===== src/spq_pkg.sv =====
// ----------------------------------------------------------------------------
// spq_pkg
// shared types and constants for the stable sorted priority queue
// ----------------------------------------------------------------------------
package spq_pkg;

    localparam int QUEUE_DEPTH = 256;
    localparam int CNT_W       = $clog2(QUEUE_DEPTH + 1);
    localparam int OUT_CNT_W   = 9;
    localparam int VALUE_W     = 64;
    localparam int PRIO_W      = 16;

    localparam logic REQ_PUSH = 1'b0;
    localparam logic REQ_POP  = 1'b1;

    typedef enum logic [1:0] {
        ST_OK    = 2'd0,
        ST_FULL  = 2'd1,
        ST_EMPTY = 2'd2
    } status_t;

    typedef struct packed {
        logic [VALUE_W-1:0] value;
        logic [PRIO_W-1:0]  prio;
    } slot_t;

    // broadcast to every cell in the chain
    typedef struct packed {
        logic  push_en;
        logic  pop_en;
        slot_t new_slot;
    } cell_ctrl_t;

endpackage


===== src/spq_cell.sv =====
// ----------------------------------------------------------------------------
// spq_cell
// one slot of the sorted chain: keeps, takes the new entry, or shifts
// ----------------------------------------------------------------------------
module spq_cell import spq_pkg::*; (
    input  logic       aclk,
    input  cell_ctrl_t ctrl,
    input  logic       occupied,
    input  slot_t      left_slot,
    input  logic       left_goes_after,
    input  slot_t      right_slot,
    output slot_t      slot,
    output logic       goes_after
);

    slot_t slot_reg;
    slot_t slot_next;

    // new entry lands behind this slot when this one holds an equal or lower key
    assign goes_after = occupied && (slot_reg.prio <= ctrl.new_slot.prio);
    assign slot       = slot_reg;

    always_comb begin
        slot_next = slot_reg;
        if (ctrl.push_en && !goes_after) begin
            slot_next = left_goes_after ? ctrl.new_slot : left_slot;
        end else if (ctrl.pop_en) begin
            slot_next = right_slot;
        end
    end

    always_ff @(posedge aclk) begin
        slot_reg <= slot_next;
    end

endmodule

===== config.mk =====
export PLATFORM = sky130hd
export DESIGN_NAME = spq_cell
export DESIGN_NICKNAME = d
export VERILOG_FILES = /design/src/spq_pkg.sv /design/src/spq_cell.sv
export SDC_FILE = /design/constraint.sdc
export NUM_CORES = 1
export LEC_CHECK = 0
export BUFFER_PORTS_ARGS = -buffer_cell sky130_fd_sc_hd__buf_4
export CAP_MARGIN = 20
export CORE_UTILIZATION = 27
export DETAILED_ROUTE_END_ITERATION = 8
export GPL_TIMING_DRIVEN = 0
export PLACE_DENSITY = 0.57
export SLEW_MARGIN = 40
export SYNTH_ARGS = -nofsm -noshare
export SYNTH_HDL_FRONTEND = slang
export SYNTH_SLANG_ARGS = --single-unit

===== constraint.sdc =====
create_clock -name aclk -period 6.7 [get_ports aclk]
set_clock_uncertainty 0.2 [all_clocks]
set_input_delay 2.01 -clock aclk [delete_from_list [all_inputs] [get_ports aclk]]
set_output_delay 2.01 -clock aclk [all_outputs]
set_load 0.05 [all_outputs]

==> metrics.txt, run 1 <==
outcome=finished, final reports clean; DP Wirelength=12400 µm; synthesized instance count=323; Synth cell types=25; Final Cycle Share=86.6%; gr ovfl total=0; initial drt markers=81; Reg clk slew, reported paths=0.06 ns; row count=50; TritonCTS clock tree=done; Die Y=140 µm; unrepaired setup endpoints after global routing=no; Max Clk Rate=172 MHz; DRC viols=0; Synth Flop Type=edfxtp_1; Synth top area share=46.9%; Clk Latency, worst-skew pair=0.34 ns; input/output buffers=324; Final TNS setup=0 ns; critical path peak fanout=4; Yosys Warn Count=0; flops & latches, synth=80; setup violators final=0; Post-CTS Setup Inserts=0; share of cells above drive strength 1=77.3%; maxcap violations=0; Slew Limit Fails=0; final setup slack of the worst path=0.896 ns; first-pass detailed-route iteration total=4; Die Wd=140 µm; area of the mapped netlist=0.00513 mm²; largest net degree at the start of global routing=32; crit path DAT=3.59 ns; Num Clock Sinks=80; mean post-synth cell area=15.9 µm²; WS Path Type=in2out; pwr dens=235 mW/mm²; Final nets=922; via-per-instance ratio=4.34; Synth-to-Final Area Change=61.2%; Min-Delay Path Class=reg2reg; PostCTS Resize Cnt=0; Synth area leader=edfxtp_1; Pleak=3.84 nW; Final Hold Vio Count=0; vias in the first global route=4279; overall global routing resource usage=15.6%; max reg flops=80; Post-synth top cells=mux2_2 (81), edfxtp_1 (80), mux2_4 (79); diode count=0; count leader, synth=mux2_2; number of buffers created by CTS=9; fillcell total=1756; register area share after synthesis=46.9%; worst vdd ir=0.110 mV; synth top area cells=edfxtp_1 (47%), mux2_4 (23%), mux2_2 (18%); Routed wire per std cell=17.0 µm; first-pass GRT wire length=23000 µm; Starting Density=27.5%; total nets after synthesis=584; Core ar.=0.0186 mm²; Die ar.=0.0195 mm²; slew at the pin closest to its max-slew limit=0.775 ns; Clock Tree Buf Depth=2; Tmin final=5.80 ns; Worst Setup Start Kind=primary input; number of synthesized flops with an enable pin=80; CP Capture Type=output pin; initial antenna violation count=0; Placer Congestion=0.798; htree depth=3; clk root buf=clkbuf_16; Hold Buf Count CTS=0; Worst Path Required=4.49 ns; Detailed Route WL=15300 µm; ys async rst share=0%; vias=3905; dpl ws=0.898 ns; Slew headroom=48.4%; Post-DRT Antenna Nets=0; I/O Pins=326
## cell families after synthesis
family	count (synthesis)	share of synthesized area, %
multiplexers	160	40.9
flip-flops	80	46.9
buffers and inverters	34	3.66
AND/OR/NAND/NOR	20	2.66
adder cells (fa/ha/maj)	16	3.90
AO/OA/AOI/OAI	13	2.00
## path summary, 6_finish.rpt
| kind | from | depth (start not counted) | to | slack [ns] |
|---|---|---|---|---|
| worst min register to register | slot[1] | 6 | slot[22] | 1.23 |
| worst max-delay path | ctrl[15] | 9 | goes_after | 0.90 |
| worst min-delay path | slot[1] | 6 | slot[22] | 1.23 |
| worst max register to register | slot[15] | 9 | slot[3] | 3.02 |
## layout make-up
class	instances	area (µm²)	share of cell area, %
Timing Repair Buffer	327	2480	30.0
Inverter	17	63.8	0.772
Clock inverter	5	129	1.56
Sequential cell	80	2400	29.1
Clock buffer	11	233	2.82
Tap cell	234	293	3.54
Multi-Input combinational cell	209	2540	30.7
Buffer	17	124	1.50
## through the flow
step | util [%] | area (µm²) | cells | power [W] | hold slack, ns
after floorplan | - | 5130 | 323 | 0.00110 | 1.36
after global placement | 42.1 | 7850 | 881 | 0.00135 | 1.13
after detailed placement | 42.4 | 7900 | 884 | 0.00136 | 1.22
after CTS | 44.3 | 8260 | 900 | 0.00198 | 1.23
after global routing | 44.3 | 8260 | 900 | 0.00203 | 1.30
final | 44.3 | 8260 | 900 | 0.00194 | 1.23
## where the power goes
group,internal [W],switching [W]
registers,0.000630,0.0000204
clock network,0.000403,0.000202
logic,0.000316,0.000371
## placed cells by master (no fill, tap or decap), types with 2 or more instances in the layout
master and count:
buf_6 8, inv_1 17, clkbuf_1 11, nand2_1 7, clkbuf_16 9, bufinv_16 4
buf_4 325, ha_1 16, buf_12 2, edfxtp_1 80, nor3_1 3, mux2_2 81
o21ai_0 3, mux2_4 79, a21oi_1 6
## critical path, stage by stage
cell and delay (ns):
buf_4 0.09, inv_1 0.04, ha_1 0.34, nand4_4 0.14, nor4_4 0.33, a21bo_4 0.27
nand3_1 0.08, a21boi_0 0.09, buf_4 0.20
## layer usage
metal	up-vias	wire, µm	track usage [%]
met5	-	0	0
met1	1793	5810	16.9
met4	0	291	6.48
met3	16	1400	5.47
li1	1909	-	-
met2	187	7750	27.6
Power figures use the tool's default switching activity.
==> inputs of run 2 (changes only) <==
- ABC_AREA: default -> 1
- PLACE_DENSITY: 0.57 -> 0.58
==> run 2 against run 1 <==
Synthesized cell count is 63% higher; cell count is 22% higher; maximum frequency is 0.94% lower; largest power group unchanged.
==> metrics.txt, run 2 <==
Hold Slack=1.07 ns (-0.157 ns); cell family with the largest share of critical-path delay=simple AND/OR/NAND/NOR gates; Post-CTS Setup Inserts=0 (unchanged); flops & latches, synth=80 (unchanged); synthesized instance count=527 (+63%); Pleak=4.00 nW (+4.1%); row count=49 (-2.0%); share of cells above drive strength 1=49.7% (-28 points); crit path DAT=3.65 ns (+0.06 ns); Die ar.=0.0189 mm² (-3.5%); I/O Pins=326 (unchanged); most common cell after layout, fill and taps aside=buf_4; CP Capture Type=output pin; Routed wire per std cell=16.0 µm (-5.6%); register area share after synthesis=48.6% (+1.7 points); Final Cycle Share=87.5% (+0.82 points); vias in the first global route=4865 (+14%); overall global routing resource usage=18.2% (+2.7 points); CP max-delay cell=ha_1; largest family of logic cells by synthesized area=simple AND/OR/NAND/NOR gates; CP peak stage delay=0.29 ns (-0.05 ns); area of the mapped netlist=0.00494 mm² (-3.6%); unrepaired setup endpoints after global routing=no; critical path peak fanout=10 (+6); synth top area cells=edfxtp_1 (49%), mux2_2 (15%), nand2_1 (14%); first-pass detailed-route iteration total=4 (unchanged); PostCTS Resize Cnt=0 (unchanged); Clock Tree Buf Depth=2 (unchanged); pwr dens=242 mW/mm² (+3.0%); number of buffers created by CTS=9 (unchanged); Worst Setup Start Kind=primary input; Compound-Gate Fraction of Synth Area=2.38% (+0.38 points); largest net degree at the start of global routing=37 (+16%); DP Wirelength=13700 µm (+11%); Simple-Gate Fraction of Synth Area=24.2% (+22 points); Hold Buf Count CTS=0 (unchanged); Post-DRT Antenna Nets=0 (unchanged); clk root buf=clkbuf_16; Placed Cells=1081 (+22%); Die Y=137 µm (-1.8%); Num Clock Sinks=80 (unchanged); Post-synth top cells=nand2_1 (179), nand3_1 (82), edfxtp_1 (80); Synth cell types=16 (-36%); Final Hold Vio Count=0 (unchanged); initial antenna violation count=0 (unchanged); diode count=0 (unchanged); vias=4947 (+27%); post-synthesis mux area share=14.8% (-26 points); via-per-instance ratio=4.51 (+4.0%); TritonCTS clock tree=done; Final nets=1124 (+22%); WS Path Type=in2out; Placer Congestion=0.811 (+1.6%); Slew headroom=59.5% (+11 points); Clk Latency, worst-skew pair=0.33 ns (about the same); initial drt markers=179 (+120%); Slew Limit Fails=0 (unchanged); worst path cell trace=buf_4 -> inv_1 -> ha_1 -> nand2_1 -> nor3_2 -> nand2_1 -> nand2_1 -> nand2_1 -> nand2_4 -> buf_2 -> inv_1 -> buf_4; Max Clk Rate=171 MHz (-0.94%); mean post-synth cell area=9.38 µm² (-41%); Synth-to-Final Area Change=62.6%; gr ovfl total=0 (unchanged); Synth Area in Adders=4.05% (+0.14 points); input/output buffers=323 (-0.31%); Synth Flop Type=edfxtp_1; count leader, synth=nand2_1; number of synthesized flops with an enable pin=80 (unchanged); slew at the pin closest to its max-slew limit=0.607 ns (-0.167 ns); setup violators final=0 (unchanged); cell mode on critical path=nand2_1; Detailed Route WL=17500 µm (+15%); highest-count cells in the layout ignoring fill and taps=buf_4 (323), nand2_1 (178), nand3_1 (82); Tmin final=5.86 ns (+0.0550 ns); ys async rst share=0% (unchanged); Synth Area in XOR/XNOR=0% (unchanged); Synth top area share=48.6% (+1.7 points); Reg clk slew, reported paths=0.06 ns (about the same); Worst Path Buf+Inv=5 (+2); worst vdd ir=0.142 mV (+29%); outcome=finished, final reports clean; max reg flops=80 (unchanged); first-pass GRT wire length=25500 µm (+11%); Min-Delay Path Class=reg2reg; Yosys Warn Count=0 (unchanged); DRC viols=0 (unchanged); Synth area leader=edfxtp_1; Pwr Total=0.00195 W (+0.15%); Die Wd=137 µm (-1.8%); total nets after synthesis=788 (+35%); Core ar.=0.0180 mm² (-3.6%); Worst Path Required=4.49 ns (about the same); Finished Layout Cells=1096 (+22%); maxcap violations=0 (unchanged); Starting Density=27.5% (about the same); htree depth=3 (unchanged)
[run 2: cell count changes in the layout (fill, tap and decap cells not counted), moves of 3 or more]
| cell | change |
|---|---|
| buf_2 | +15 |
| nor3_1 | -3 |
| a21oi_1 | +15 |
| mux2_4 | -79 |
| nand2_4 | +3 |
| inv_1 | +5 |
| mux2_2 | -16 |
| nand2_1 | +171 |
| clkbuf_1 | +3 |
| nand3_1 | +81 |
| nor2_1 | +20 |
[run 2: kinds of logic (layout without fill, tap and decap cells)]
group | Yosys count | count (layout)
AOI/OAI and AO/OA | 23 | 23
adders and majority gates | 16 | 16
buffers and inverters | 58 | 398
DFF | 80 | 80
muxes | 65 | 65
and+or+nand+nor | 285 | 285
[run 2: routing by layer]
metal / vias up / routed length, µm / track usage, %
li1: 2472 / - / -
met1: 2255 / 7000 / 21.4
met3: 13 / 1510 / 4.89
met5: - / 0 / 0
met2: 207 / 8840 / 32.2
met4: 0 / 186 / 5.68
[run 2: through the flow]
| step | cell area, µm² | worst slack [ns] | utilization, % | TNS, ns |
|---|---|---|---|---|
| floorplan | 4940 | 1.11 | - | 0 |
| global placement | 7660 | -0.321 | 42.6 | -25.18 |
| detailed placement | 7700 | 0.801 | 42.9 | 0 |
| CTS | 8040 | 0.803 | 44.8 | 0 |
| global route | 8040 | 0.704 | 44.8 | 0 |
| finish | 8040 | 0.841 | 44.8 | 0 |
[run 2: worst min-delay path, cell delays in order, from the launching register on]
cell,delay (ns)
edfxtp_1,0.35
ha_1,0.14
a21oi_1,0.06
o21ai_0,0.08
a21oi_1,0.06
nand2_1,0.06
nand2_1,0.07
nand2_4,0.18
nand3_1,0.09
nand2_1,0.07
[run 2: power by group]
group / leakage (nW) / switching, W / internal, W
registers: 0.818 / 0.0000219 / 0.000639
clock network: 0.159 / 0.000201 / 0.000363
logic: 3.02 / 0.000449 / 0.000272
[run 2: worst paths after layout]
| check | from | endpoint | slack [ns] | cells past startpoint |
|---|---|---|---|---|
| setup / recovery | ctrl[15] | goes_after | 0.84 | 12 |
| hold reg to reg | slot[14] | slot[79] | 1.07 | 9 |
| setup reg to reg | slot[15] | slot[32] | 3.62 | 12 |
| hold / removal | slot[14] | slot[79] | 1.07 | 9 |
[run 2: area by class of cell]
type	instances	area, µm²
plain buffers	36	214
clock buffers	10	229
repair buffers	325	2460
well taps	229	287
multi-input cells	389	2250
fillers	1796	9920
inverters	22	82.6
clock inverters	5	106
flip-flops and latches	80	2400
